### config.mk
export PLATFORM = sky130hd
export DESIGN_NAME = integer_calculator_alu
export DESIGN_NICKNAME = d
export VERILOG_FILES = /design/src/hw/rtl/ica_pkg.sv /design/src/hw/rtl/integer_calculator_alu.sv /design/src/hw/rtl/ica_front.sv /design/src/hw/rtl/ica_queue.sv /design/src/hw/rtl/ica_mul.sv /design/src/hw/rtl/ica_back.sv
export SDC_FILE = /design/constraint.sdc
export NUM_CORES = 2
export LEC_CHECK = 0
export BUFFER_PORTS_ARGS = -buffer_cell sky130_fd_sc_hd__buf_2
export CORE_MARGIN = 5
export CORE_UTILIZATION = 65
export DETAILED_ROUTE_END_ITERATION = 8
export PLACE_DENSITY = 0.9
export SLEW_MARGIN = 0
export SYNTH_ARGS = -nofsm -noshare
export SYNTH_HDL_FRONTEND = slang
export SYNTH_SLANG_ARGS = --single-unit
### constraint.sdc
create_clock -name clk -period 10.2 [get_ports clk]
set_clock_uncertainty 0.2 [all_clocks]
set_input_delay 2.04 -clock clk [delete_from_list [all_inputs] [get_ports clk]]
set_output_delay 2.04 -clock clk [all_outputs]
set_load 0.01 [all_outputs]
### src/hw/rtl/ica_pkg.sv
// Shared types and constants of the integer calculator ALU.
`default_nettype none

package ica_pkg;

    localparam int DATA_WIDTH_DEF = 32;
    localparam int OPCODE_W       = 4;
    localparam int KIND_W         = 3;
    localparam int MUL_DIGIT      = 16;

    typedef enum logic [OPCODE_W-1:0] {
        OP_ADD  = 4'd0,
        OP_SUB  = 4'd1,
        OP_MUL  = 4'd2,
        OP_DIV  = 4'd3,
        OP_MOD  = 4'd4,
        OP_POW  = 4'd5,
        OP_FACT = 4'd6,
        OP_FIB  = 4'd7,
        OP_SQRT = 4'd8
    } opcode_t;

    // Work class decided by the front end.
    typedef enum logic [KIND_W-1:0] {
        K_IMM  = 3'd0,
        K_MUL  = 3'd1,
        K_DIV  = 3'd2,
        K_MOD  = 3'd3,
        K_POW  = 3'd4,
        K_FACT = 3'd5,
        K_FIB  = 3'd6,
        K_SQRT = 3'd7
    } kind_t;

    typedef enum logic [3:0] {
        ST_IDLE,
        ST_MUL,
        ST_DIV,
        ST_POW_A,
        ST_POW_S,
        ST_FACT,
        ST_FIB_C,
        ST_FIB_D0,
        ST_FIB_D1,
        ST_SQRT,
        ST_DONE
    } state_t;

endpackage

`default_nettype wire

### src/hw/rtl/integer_calculator_alu.sv
// Top level of the integer calculator ALU: front end, queue and execution unit.
`default_nettype none

// Channel   Direction  Beat contents
// s_*       in         tdata: opcode, operand_a, operand_b (low bits first)
// m_*       out        tdata: result
//
// The front end decodes a beat as it is accepted and writes it to a two-entry queue;
// add, sub, unknown opcodes and the exact special cases carry their answer with them.
// Each product comes from the shared multiplier; power and factorial use up to
// 2*DATA_WIDTH products and Fibonacci 3*DATA_WIDTH. A waiting result holds back only
// the next result; rst_n clears all control state at once.

module integer_calculator_alu #(
    parameter int DATA_WIDTH = ica_pkg::DATA_WIDTH_DEF
) (
    input  wire logic                 clk,
    input  wire logic                 rst_n,
    input  wire logic                 s_tvalid,
    output logic                      s_tready,
    // opcode [3:0], operand_a, operand_b, zero fill to whole bytes
    input  wire logic [((ica_pkg::OPCODE_W + 2 * DATA_WIDTH + 7) / 8) * 8 - 1:0] s_tdata,
    output logic                      m_tvalid,
    input  wire logic                 m_tready,
    // result, zero fill to whole bytes
    output logic [((DATA_WIDTH + 7) / 8) * 8 - 1:0] m_tdata
);

    localparam int OW   = ica_pkg::OPCODE_W;
    localparam int KW   = ica_pkg::KIND_W;
    localparam int MW   = ((DATA_WIDTH + 7) / 8) * 8;
    localparam int QW   = KW + 2 * DATA_WIDTH;

    logic                  q_full;
    logic                  q_empty;
    logic                  q_push;
    logic                  q_pop;
    logic [KW-1:0]         f_kind;
    logic [DATA_WIDTH-1:0] f_a;
    logic [DATA_WIDTH-1:0] f_b;
    logic [QW-1:0]         q_head;
    logic [DATA_WIDTH-1:0] result;

    ica_front #(
        .DATA_WIDTH(DATA_WIDTH)
    ) u_front (
        .in_valid (s_tvalid),
        .in_ready (s_tready),
        .opcode   (s_tdata[OW-1:0]),
        .operand_a(s_tdata[OW+DATA_WIDTH-1:OW]),
        .operand_b(s_tdata[OW+2*DATA_WIDTH-1:OW+DATA_WIDTH]),
        .q_full   (q_full),
        .q_push   (q_push),
        .q_kind   (f_kind),
        .q_a      (f_a),
        .q_b      (f_b)
    );

    ica_queue #(
        .WIDTH(QW)
    ) u_queue (
        .clk      (clk),
        .rst_n    (rst_n),
        .push     (q_push),
        .push_data({f_b, f_a, f_kind}),
        .pop      (q_pop),
        .head     (q_head),
        .full     (q_full),
        .empty    (q_empty)
    );

    ica_back #(
        .DATA_WIDTH(DATA_WIDTH)
    ) u_back (
        .clk      (clk),
        .rst_n    (rst_n),
        .q_empty  (q_empty),
        .q_kind   (q_head[KW-1:0]),
        .q_a      (q_head[KW+DATA_WIDTH-1:KW]),
        .q_b      (q_head[KW+2*DATA_WIDTH-1:KW+DATA_WIDTH]),
        .q_pop    (q_pop),
        .out_valid(m_tvalid),
        .out_ready(m_tready),
        .out_data (result)
    );

    assign m_tdata = MW'(result);

endmodule

`default_nettype wire

### src/hw/rtl/ica_front.sv
// Front end: decodes each input beat and resolves the cases with a ready answer.
`default_nettype none

module ica_front #(
    parameter int DATA_WIDTH = ica_pkg::DATA_WIDTH_DEF
) (
    input  wire logic                        in_valid,
    output logic                             in_ready,
    input  wire logic [ica_pkg::OPCODE_W-1:0] opcode,
    input  wire logic [DATA_WIDTH-1:0]       operand_a,
    input  wire logic [DATA_WIDTH-1:0]       operand_b,
    input  wire logic                        q_full,
    output logic                             q_push,
    output logic [ica_pkg::KIND_W-1:0]       q_kind,
    output logic [DATA_WIDTH-1:0]            q_a,
    output logic [DATA_WIDTH-1:0]            q_b
);

    localparam logic [DATA_WIDTH-1:0] ONES  = {DATA_WIDTH{1'b1}};
    localparam logic [DATA_WIDTH-1:0] MAXV  = {1'b0, {(DATA_WIDTH-1){1'b1}}};
    localparam logic [DATA_WIDTH-1:0] ONE   = DATA_WIDTH'(1);
    localparam logic [DATA_WIDTH-1:0] FLIMIT = DATA_WIDTH'(2 * DATA_WIDTH);

    ica_pkg::kind_t kind;

    assign in_ready = !q_full;
    assign q_push   = in_valid && !q_full;
    assign q_kind   = kind;

    always_comb
    begin
        kind = ica_pkg::K_IMM;
        q_a  = operand_a;
        q_b  = operand_b;
        unique case (ica_pkg::opcode_t'(opcode))
            ica_pkg::OP_ADD:
                q_a = operand_a + operand_b;
            ica_pkg::OP_SUB:
                q_a = operand_a - operand_b;
            ica_pkg::OP_MUL:
                kind = ica_pkg::K_MUL;
            ica_pkg::OP_DIV, ica_pkg::OP_MOD:
            begin
                if (operand_b == '0)
                    q_a = MAXV;
                else if (opcode == ica_pkg::OP_DIV)
                    kind = ica_pkg::K_DIV;
                else
                    kind = ica_pkg::K_MOD;
            end
            ica_pkg::OP_POW:
            begin
                // A negative exponent leaves only a few exact answers.
                if (operand_b[DATA_WIDTH-1])
                begin
                    if (operand_a == ONE)
                        q_a = ONE;
                    else if (operand_a == ONES)
                        q_a = operand_b[0] ? ONES : ONE;
                    else if (operand_a == '0)
                        q_a = MAXV;
                    else
                        q_a = '0;
                end
                else
                    kind = ica_pkg::K_POW;
            end
            ica_pkg::OP_FACT:
            begin
                // Past this point the product holds enough factors of two to vanish.
                if (operand_a >= FLIMIT)
                    q_a = '0;
                else
                    kind = ica_pkg::K_FACT;
            end
            ica_pkg::OP_FIB:
                kind = ica_pkg::K_FIB;
            ica_pkg::OP_SQRT:
                kind = ica_pkg::K_SQRT;
            default:
                q_a = '0;
        endcase
    end

endmodule

`default_nettype wire

### src/hw/rtl/ica_queue.sv
// Two-entry queue between the front end and the execution unit.
`default_nettype none

module ica_queue #(
    parameter int WIDTH = 8
) (
    input  wire logic             clk,
    input  wire logic             rst_n,
    input  wire logic             push,
    input  wire logic [WIDTH-1:0] push_data,
    input  wire logic             pop,
    output logic [WIDTH-1:0]      head,
    output logic                  full,
    output logic                  empty
);

    logic [WIDTH-1:0] mem_reg [2];
    logic             wr_ptr_reg;
    logic             rd_ptr_reg;
    logic [1:0]       count_reg;

    assign full  = (count_reg == 2'd2);
    assign empty = (count_reg == 2'd0);
    assign head  = mem_reg[rd_ptr_reg];

    always_ff @(posedge clk)
    begin
        if (push)
            mem_reg[wr_ptr_reg] <= push_data;
    end

    always_ff @(posedge clk or negedge rst_n)
    begin
        if (!rst_n)
        begin
            wr_ptr_reg <= 1'b0;
            rd_ptr_reg <= 1'b0;
            count_reg  <= 2'd0;
        end
        else
        begin
            if (push)
                wr_ptr_reg <= !wr_ptr_reg;
            if (pop)
                rd_ptr_reg <= !rd_ptr_reg;
            if (push && !pop)
                count_reg <= count_reg + 2'd1;
            else if (pop && !push)
                count_reg <= count_reg - 2'd1;
        end
    end

endmodule

`default_nettype wire

### src/hw/rtl/ica_mul.sv
// Multi-cycle multiplier giving the low word of a product, one digit of b per cycle.
`default_nettype none

module ica_mul #(
    parameter int DATA_WIDTH = ica_pkg::DATA_WIDTH_DEF
) (
    input  wire logic                  clk,
    input  wire logic                  rst_n,
    input  wire logic                  start,
    input  wire logic [DATA_WIDTH-1:0] a,
    input  wire logic [DATA_WIDTH-1:0] b,
    output logic                       done,
    output logic [DATA_WIDTH-1:0]      product
);

    localparam int D    = ica_pkg::MUL_DIGIT;
    localparam int CH   = (DATA_WIDTH + D - 1) / D;
    localparam int BW   = CH * D;
    localparam int CNTW = $clog2(CH + 1);

    logic [DATA_WIDTH-1:0]   a_reg;
    logic [BW-1:0]           b_reg;
    logic [DATA_WIDTH-1:0]   acc_reg;
    logic [CNTW-1:0]         cnt_reg;
    logic                    done_reg;
    logic [DATA_WIDTH+D-1:0] pp;

    assign pp      = a_reg * b_reg[D-1:0];
    assign done    = done_reg;
    assign product = acc_reg;

    always_ff @(posedge clk)
    begin
        if (start)
        begin
            a_reg   <= a;
            b_reg   <= BW'(b);
            acc_reg <= '0;
        end
        else if (cnt_reg != '0)
        begin
            acc_reg <= acc_reg + pp[DATA_WIDTH-1:0];
            a_reg   <= a_reg << D;
            b_reg   <= b_reg >> D;
        end
    end

    always_ff @(posedge clk or negedge rst_n)
    begin
        if (!rst_n)
        begin
            cnt_reg  <= '0;
            done_reg <= 1'b0;
        end
        else
        begin
            done_reg <= !start && (cnt_reg == CNTW'(1));
            if (start)
                cnt_reg <= CNTW'(CH);
            else if (cnt_reg != '0)
                cnt_reg <= cnt_reg - CNTW'(1);
        end
    end

endmodule

`default_nettype wire

### src/hw/rtl/ica_back.sv
// Execution unit: sequencer for the iterative operations and the result register.
`default_nettype none

module ica_back #(
    parameter int DATA_WIDTH = ica_pkg::DATA_WIDTH_DEF
) (
    input  wire logic                        clk,
    input  wire logic                        rst_n,
    input  wire logic                        q_empty,
    input  wire logic [ica_pkg::KIND_W-1:0]  q_kind,
    input  wire logic [DATA_WIDTH-1:0]       q_a,
    input  wire logic [DATA_WIDTH-1:0]       q_b,
    output logic                             q_pop,
    output logic                             out_valid,
    input  wire logic                        out_ready,
    output logic [DATA_WIDTH-1:0]            out_data
);

    localparam int W      = DATA_WIDTH;
    localparam int CW     = $clog2(W + 1);
    localparam int SQ_TOP = ((W - 1) / 2) * 2;

    ica_pkg::state_t state_reg, state_next;

    logic [W-1:0]  x_reg, x_next;
    logic [W-1:0]  y_reg, y_next;
    logic [W-1:0]  z_reg, z_next;
    logic [W-1:0]  r_reg, r_next;
    logic [W-1:0]  w_reg, w_next;
    logic [CW-1:0] cnt_reg, cnt_next;
    logic          neg_q_reg, neg_q_next;
    logic          neg_r_reg, neg_r_next;
    logic          rem_reg, rem_next;
    logic          issued_reg, issued_next;
    logic          out_valid_reg, out_valid_next;
    logic [W-1:0]  out_reg, out_next;

    logic          mul_start;
    logic [W-1:0]  mul_a;
    logic [W-1:0]  mul_b;
    logic          mul_done;
    logic [W-1:0]  mul_p;

    logic [W:0]    div_r2;
    logic [W:0]    div_diff;
    logic [W-1:0]  fib_t;
    logic [W-1:0]  fib_d;
    logic [W:0]    sq_sum;

    ica_mul #(
        .DATA_WIDTH(W)
    ) u_mul (
        .clk    (clk),
        .rst_n  (rst_n),
        .start  (mul_start),
        .a      (mul_a),
        .b      (mul_b),
        .done   (mul_done),
        .product(mul_p)
    );

    assign out_valid = out_valid_reg;
    assign out_data  = out_reg;

    assign div_r2   = {r_reg, x_reg[W-1]};
    assign div_diff = div_r2 - {1'b0, y_reg};
    assign fib_t    = (y_reg << 1) - x_reg;
    assign fib_d    = w_reg + mul_p;
    assign sq_sum   = {1'b0, x_reg} + {1'b0, y_reg};

    always_ff @(posedge clk)
    begin
        x_reg     <= x_next;
        y_reg     <= y_next;
        z_reg     <= z_next;
        r_reg     <= r_next;
        w_reg     <= w_next;
        neg_q_reg <= neg_q_next;
        neg_r_reg <= neg_r_next;
        rem_reg   <= rem_next;
        out_reg   <= out_next;
    end

    always_ff @(posedge clk or negedge rst_n)
    begin
        if (!rst_n)
        begin
            state_reg     <= ica_pkg::ST_IDLE;
            cnt_reg       <= '0;
            issued_reg    <= 1'b0;
            out_valid_reg <= 1'b0;
        end
        else
        begin
            state_reg     <= state_next;
            cnt_reg       <= cnt_next;
            issued_reg    <= issued_next;
            out_valid_reg <= out_valid_next;
        end
    end

    always_comb
    begin
        state_next     = state_reg;
        x_next         = x_reg;
        y_next         = y_reg;
        z_next         = z_reg;
        r_next         = r_reg;
        w_next         = w_reg;
        cnt_next       = cnt_reg;
        neg_q_next     = neg_q_reg;
        neg_r_next     = neg_r_reg;
        rem_next       = rem_reg;
        issued_next    = issued_reg;
        out_next       = out_reg;
        out_valid_next = out_valid_reg && !out_ready;
        q_pop          = 1'b0;
        mul_start      = 1'b0;
        mul_a          = x_reg;
        mul_b          = y_reg;

        // Multiply states issue once, then wait for the product.
        unique case (state_reg)
            ica_pkg::ST_POW_S, ica_pkg::ST_FIB_D1:
            begin
                mul_a = y_reg;
                mul_b = y_reg;
            end
            ica_pkg::ST_FACT:
                mul_b = z_reg;
            ica_pkg::ST_FIB_C:
                mul_b = fib_t;
            ica_pkg::ST_FIB_D0:
                mul_b = x_reg;
            default:
                mul_b = y_reg;
        endcase

        unique case (state_reg)
            ica_pkg::ST_IDLE:
            begin
                if (!q_empty)
                begin
                    q_pop = 1'b1;
                    unique case (ica_pkg::kind_t'(q_kind))
                        ica_pkg::K_IMM:
                        begin
                            x_next     = q_a;
                            state_next = ica_pkg::ST_DONE;
                        end
                        ica_pkg::K_MUL:
                        begin
                            x_next     = q_a;
                            y_next     = q_b;
                            state_next = ica_pkg::ST_MUL;
                        end
                        ica_pkg::K_DIV, ica_pkg::K_MOD:
                        begin
                            x_next     = q_a[W-1] ? ('0 - q_a) : q_a;
                            y_next     = q_b[W-1] ? ('0 - q_b) : q_b;
                            r_next     = '0;
                            cnt_next   = CW'(W);
                            neg_q_next = q_a[W-1] ^ q_b[W-1];
                            neg_r_next = q_a[W-1];
                            rem_next   = (q_kind == ica_pkg::K_MOD);
                            state_next = ica_pkg::ST_DIV;
                        end
                        ica_pkg::K_POW:
                        begin
                            x_next     = W'(1);
                            y_next     = q_a;
                            z_next     = q_b;
                            state_next = ica_pkg::ST_POW_A;
                        end
                        ica_pkg::K_FACT:
                        begin
                            x_next     = W'(1);
                            y_next     = q_a;
                            z_next     = W'(2);
                            state_next = ica_pkg::ST_FACT;
                        end
                        ica_pkg::K_FIB:
                        begin
                            x_next     = '0;
                            y_next     = W'(1);
                            z_next     = q_a;
                            cnt_next   = CW'(W);
                            state_next = ica_pkg::ST_FIB_C;
                        end
                        ica_pkg::K_SQRT:
                        begin
                            x_next     = '0;
                            y_next     = W'(1) << SQ_TOP;
                            z_next     = q_a;
                            state_next = ica_pkg::ST_SQRT;
                        end
                        default:
                            state_next = ica_pkg::ST_IDLE;
                    endcase
                end
            end

            ica_pkg::ST_MUL:
            begin
                if (!issued_reg)
                begin
                    mul_start   = 1'b1;
                    issued_next = 1'b1;
                end
                else if (mul_done)
                begin
                    issued_next = 1'b0;
                    x_next      = mul_p;
                    state_next  = ica_pkg::ST_DONE;
                end
            end

            ica_pkg::ST_DIV:
            begin
                // Restoring division: one quotient bit per cycle.
                x_next = {x_reg[W-2:0], !div_diff[W]};
                r_next = div_diff[W] ? div_r2[W-1:0] : div_diff[W-1:0];
                cnt_next = cnt_reg - CW'(1);
                if (cnt_reg == CW'(1))
                begin
                    if (rem_reg)
                        x_next = neg_r_reg ? ('0 - r_next) : r_next;
                    else
                        x_next = neg_q_reg ? ('0 - x_next) : x_next;
                    state_next = ica_pkg::ST_DONE;
                end
            end

            ica_pkg::ST_POW_A:
            begin
                if (z_reg == '0)
                    state_next = ica_pkg::ST_DONE;
                else if (!z_reg[0])
                    state_next = ica_pkg::ST_POW_S;
                else if (!issued_reg)
                begin
                    mul_start   = 1'b1;
                    issued_next = 1'b1;
                end
                else if (mul_done)
                begin
                    issued_next = 1'b0;
                    x_next      = mul_p;
                    state_next  = ica_pkg::ST_POW_S;
                end
            end

            ica_pkg::ST_POW_S:
            begin
                if (!issued_reg)
                begin
                    mul_start   = 1'b1;
                    issued_next = 1'b1;
                end
                else if (mul_done)
                begin
                    issued_next = 1'b0;
                    y_next      = mul_p;
                    z_next      = z_reg >> 1;
                    state_next  = ica_pkg::ST_POW_A;
                end
            end

            ica_pkg::ST_FACT:
            begin
                if (z_reg > y_reg)
                    state_next = ica_pkg::ST_DONE;
                else if (!issued_reg)
                begin
                    mul_start   = 1'b1;
                    issued_next = 1'b1;
                end
                else if (mul_done)
                begin
                    issued_next = 1'b0;
                    x_next      = mul_p;
                    z_next      = z_reg + W'(1);
                end
            end

            ica_pkg::ST_FIB_C:
            begin
                if (!issued_reg)
                begin
                    mul_start   = 1'b1;
                    issued_next = 1'b1;
                end
                else if (mul_done)
                begin
                    issued_next = 1'b0;
                    r_next      = mul_p;
                    state_next  = ica_pkg::ST_FIB_D0;
                end
            end

            ica_pkg::ST_FIB_D0:
            begin
                if (!issued_reg)
                begin
                    mul_start   = 1'b1;
                    issued_next = 1'b1;
                end
                else if (mul_done)
                begin
                    issued_next = 1'b0;
                    w_next      = mul_p;
                    state_next  = ica_pkg::ST_FIB_D1;
                end
            end

            ica_pkg::ST_FIB_D1:
            begin
                if (!issued_reg)
                begin
                    mul_start   = 1'b1;
                    issued_next = 1'b1;
                end
                else if (mul_done)
                begin
                    issued_next = 1'b0;
                    // Fast doubling: step to F(2k) or F(2k+1) by the next index bit.
                    if (z_reg[W-1])
                    begin
                        x_next = fib_d;
                        y_next = r_reg + fib_d;
                    end
                    else
                    begin
                        x_next = r_reg;
                        y_next = fib_d;
                    end
                    z_next   = z_reg << 1;
                    cnt_next = cnt_reg - CW'(1);
                    if (cnt_reg == CW'(1))
                        state_next = ica_pkg::ST_DONE;
                    else
                        state_next = ica_pkg::ST_FIB_C;
                end
            end

            ica_pkg::ST_SQRT:
            begin
                if (y_reg == '0)
                    state_next = ica_pkg::ST_DONE;
                else
                begin
                    if ({1'b0, z_reg} >= sq_sum)
                    begin
                        z_next = z_reg - sq_sum[W-1:0];
                        x_next = (x_reg >> 1) + y_reg;
                    end
                    else
                        x_next = x_reg >> 1;
                    y_next = y_reg >> 2;
                end
            end

            ica_pkg::ST_DONE:
            begin
                if (!out_valid_reg || out_ready)
                begin
                    out_next       = x_reg;
                    out_valid_next = 1'b1;
                    state_next     = ica_pkg::ST_IDLE;
                end
            end

            default:
                state_next = ica_pkg::ST_IDLE;
        endcase
    end

endmodule

`default_nettype wire

==> flow_summary.json <==
{
  "outcome": "complete, but fails checks",
  "violations": "DRC",
  "async_flop_share_pct": 4.279,
  "clkSlewWorstSetupHoldPaths_ps": 70,
  "irDropWorstVdd_mv": 0.1830,
  "hold_viol": 0,
  "drtPass1Iterations": 9,
  "multi_input_area_sq_um": 36490,
  "gr-usage-met2_pct": 75.35,
  "synth_warnings": 0,
  "synth_fa_ha_area_share_pct": 22.24,
  "synth_cell_types": 96,
  "ys.flop_type": "edfxtp_1",
  "min_from": "u_back.cnt_reg[4]",
  "io_buffers": 105,
  "tns_ps": 0,
  "wl_per_cell_um": 30.52,
  "placementRows": 104,
  "io-pin-count": 110,
  "leakage_nw": 23.78,
  "synth-xor-area-share_pct": 6.528,
  "ctsResizeCount": 0,
  "dieArea_sq_um": 87060,
  "antenna_found_initial": 15,
  "synth_common_cells": "708 x nand2_1, 611 x inv_1, 416 x a21oi_1",
  "hold_path_class": "reg2reg",
  "required_ps": 10510,
  "met1_usage_pct": 57.55,
  "fmax_mhz": 118.4,
  "htreeDepth": 2,
  "die_w_um": 295.1,
  "synth-seq-cells": 444,
  "clockBufferDepth": 3,
  "cp_max_fo": 20,
  "whs_endpoint": "u_back.cnt_reg[4]",
  "root_buffer": "clkbuf_16",
  "hold_path_depth": 1,
  "core-area_sq_um": 80550,
  "slew_viol_final": 0,
  "largest_register_ffs": 134,
  "syn_avg_cell_area_sq_um": 8.636,
  "worstReg2RegStart": "u_back.u_mul.b_reg[1]",
  "reg2reg_depth": 23,
  "grt_pass1_wl_um": 319900,
  "post-route-period-util_pct": 82.82,
  "met3_usage_pct": 15.38,
  "synth_top_area_share_pct": 22.34,
  "layout.nets": 6928,
  "start_util_pct": 65.58,
  "cts_sinks": 444,
  "vias_per_cell": 7.104,
  "relSlewSlack_pct": 19.22,
  "cts_tree": "yes",
  "cts_setup_buffers": 0,
  "synth-seq-area-share_pct": 24.46,
  "drv_cap": 0,
  "synth_edf_count": 393,
  "fillers": 6087,
  "insertion_delay_ps": 650,
  "hold_buffers": 0,
  "ff_latch_area_sq_um": 12920,
  "p_per_area_nw_per_um2": 88.42,
  "synth_compound_area_share_pct": 19.86,
  "worst_pin_slew_ps": 1199,
  "grt_pass1_vias": 49900,
  "vias": 51350,
  "synth_area_leaders": "edfxtp_1 22%, fa_1 13%, ha_1 9.3%, nand2_1 5.0%, xnor2_1 4.4%",
  "r2r_slack_ps": 1750,
  "synthCells": 6116,
  "grt_busiest_layer": "met2",
  "crit_type": "reg2reg",
  "syn_area_sq_um": 52820,
  "start_kind": "flip-flop",
  "die_h_um": 295.1,
  "syn_to_final_growth_pct": 6.829,
  "cp_data_arrival_time_ps": 8760,
  "rsz0062_at_grt": "false",
  "cts_inserted_buffers": 49,
  "grt-ovfl-total": 0,
  "fin_util_pct": 70.05,
  "drt-initial-drc-count": 7515,
  "postRouteAntennaNets": 0,
  "placed_cell_area_sq_um": 54750,
  "grt_max_degree": 76,
  "setup_viol": 0,
  "grt_usage_pct": 49.20,
  "synth_most_common_cell": "nand2_1",
  "synthSimpleGateAreaFrac_pct": 16.20,
  "synth_top_family_by_area": "adder cells",
  "dp_hpwl_um": 167400,
  "worstReg2RegEnd": "u_back.u_mul.product[30]",
  "yosysTopAreaCell": "edfxtp_1",
  "fin_crit_ps": 8448,
  "total_power_mw": 4.989,
  "drc": 117,
  "gp_congestion": 1.136,
  "routed_wl_um": 220600,
  "cp-end-kind": "flip-flop",
  "synth.area.mux_share_pct": 4.041,
  "drive_above_1_share_pct": 7.437,
  "synth_fp_nets": 6925,
  "final_area_sq_um": 56430
}
==> cells by family (layout without fill, tap and decap cells) <==
kind of cell	after synthesis	in the layout
and+or+nand+nor	1816	1816
DFF	444	444
buffers and inverters	924	966
muxes	207	207
AOI/OAI and AO/OA	1599	1599
xor gates and xnor gates	392	392
other	0	10
adders and majority gates	734	734
==> cells in the final DEF (no fill, tap or decap), types with 67 or more instances in the layout <==
cell type / n
nor2_1: 380
fa_1: 342
inv_1: 611
nor3_1: 91
buf_4: 157
buf_2: 105
o22ai_1: 71
ha_1: 390
a21oi_1: 414
nand2_1: 707
edfxtp_1: 393
a31oi_1: 69
nand3_1: 71
nand2b_1: 67
a21o_1: 125
and2_1: 179
mux2i_1: 166
xnor2_1: 264
xor2_1: 127
o211ai_1: 69
o21ai_0: 335
==> cell type report <==
cell class | count | area share, %
sequential | 444 | 22.90
tap | 1060 | 2.350
inverter | 614 | 4.084
antenna | 10 | 0.04435
multi-input combinational | 4748 | 64.67
clock inverter | 30 | 0.5876
clock buffer | 60 | 2.339
timing repair buffer | 262 | 3.020
==> routing by layer <==
| layer | wire (um) | up-vias |
|---|---|---|
| li1 | - | 21700 |
| met1 | 73370 | 24250 |
| met2 | 93910 | 4018 |
| met3 | 29000 | 1369 |
| met4 | 24300 | 8 |
| met5 | 49 | - |
==> worst max-delay path, cell delays in order, from the launching register on <==
cell and delay, ps:
edfxtp_1 1010, buf_4 450, nand2_1 130, fa_1 550, fa_1 530, fa_1 520
inv_1 70, fa_1 500, fa_1 520, inv_1 70, fa_1 500, inv_1 50
ha_1 380, o21a_1 150, nor2_1 40, or4b_2 710, a21oi_1 310, o21ai_0 260
a31oi_1 370, a31oi_1 310, o21ai_0 280, xor2_1 180, nor2_1 50, a211oi_1 180
==> power by group <==
group          internal [mW]  switching [mW]  total (mW)
Clock                   1.06           0.848        1.91
Combinational          0.251           0.646       0.897
Sequential              2.13          0.0598        2.19
==> how the worst max path moves through the flow <==
stage / from / depth (start not counted) / end
3_5_place_dp: u_back.u_mul.b_reg[6] / 22 / u_back.u_mul.product[29]
4_1_cts: u_back.u_mul.b_reg[6] / 22 / u_back.u_mul.product[29]
5_1_grt: u_back.y_reg[1] / 27 / u_back.x_reg[5]
2_1_floorplan: u_back.x_reg[0] / 27 / u_back.z_reg[0]
6_report: u_back.u_mul.b_reg[1] / 23 / u_back.u_mul.product[30]
3_3_place_gp: u_back.u_mul.b_reg[1] / 21 / u_back.u_mul.product[29]
==> through the flow <==
step	std cells	hold slack (ps)	setup slack [ps]
after detailed placement	7128	275.3	2036
after global placement	7128	261.5	2181
after global routing	7218	302.8	1576
after CTS	7218	285.3	1966
final	7228	286.3	1752
after floorplan	6116	244.7	2340
(Power assumes the default switching activity.)
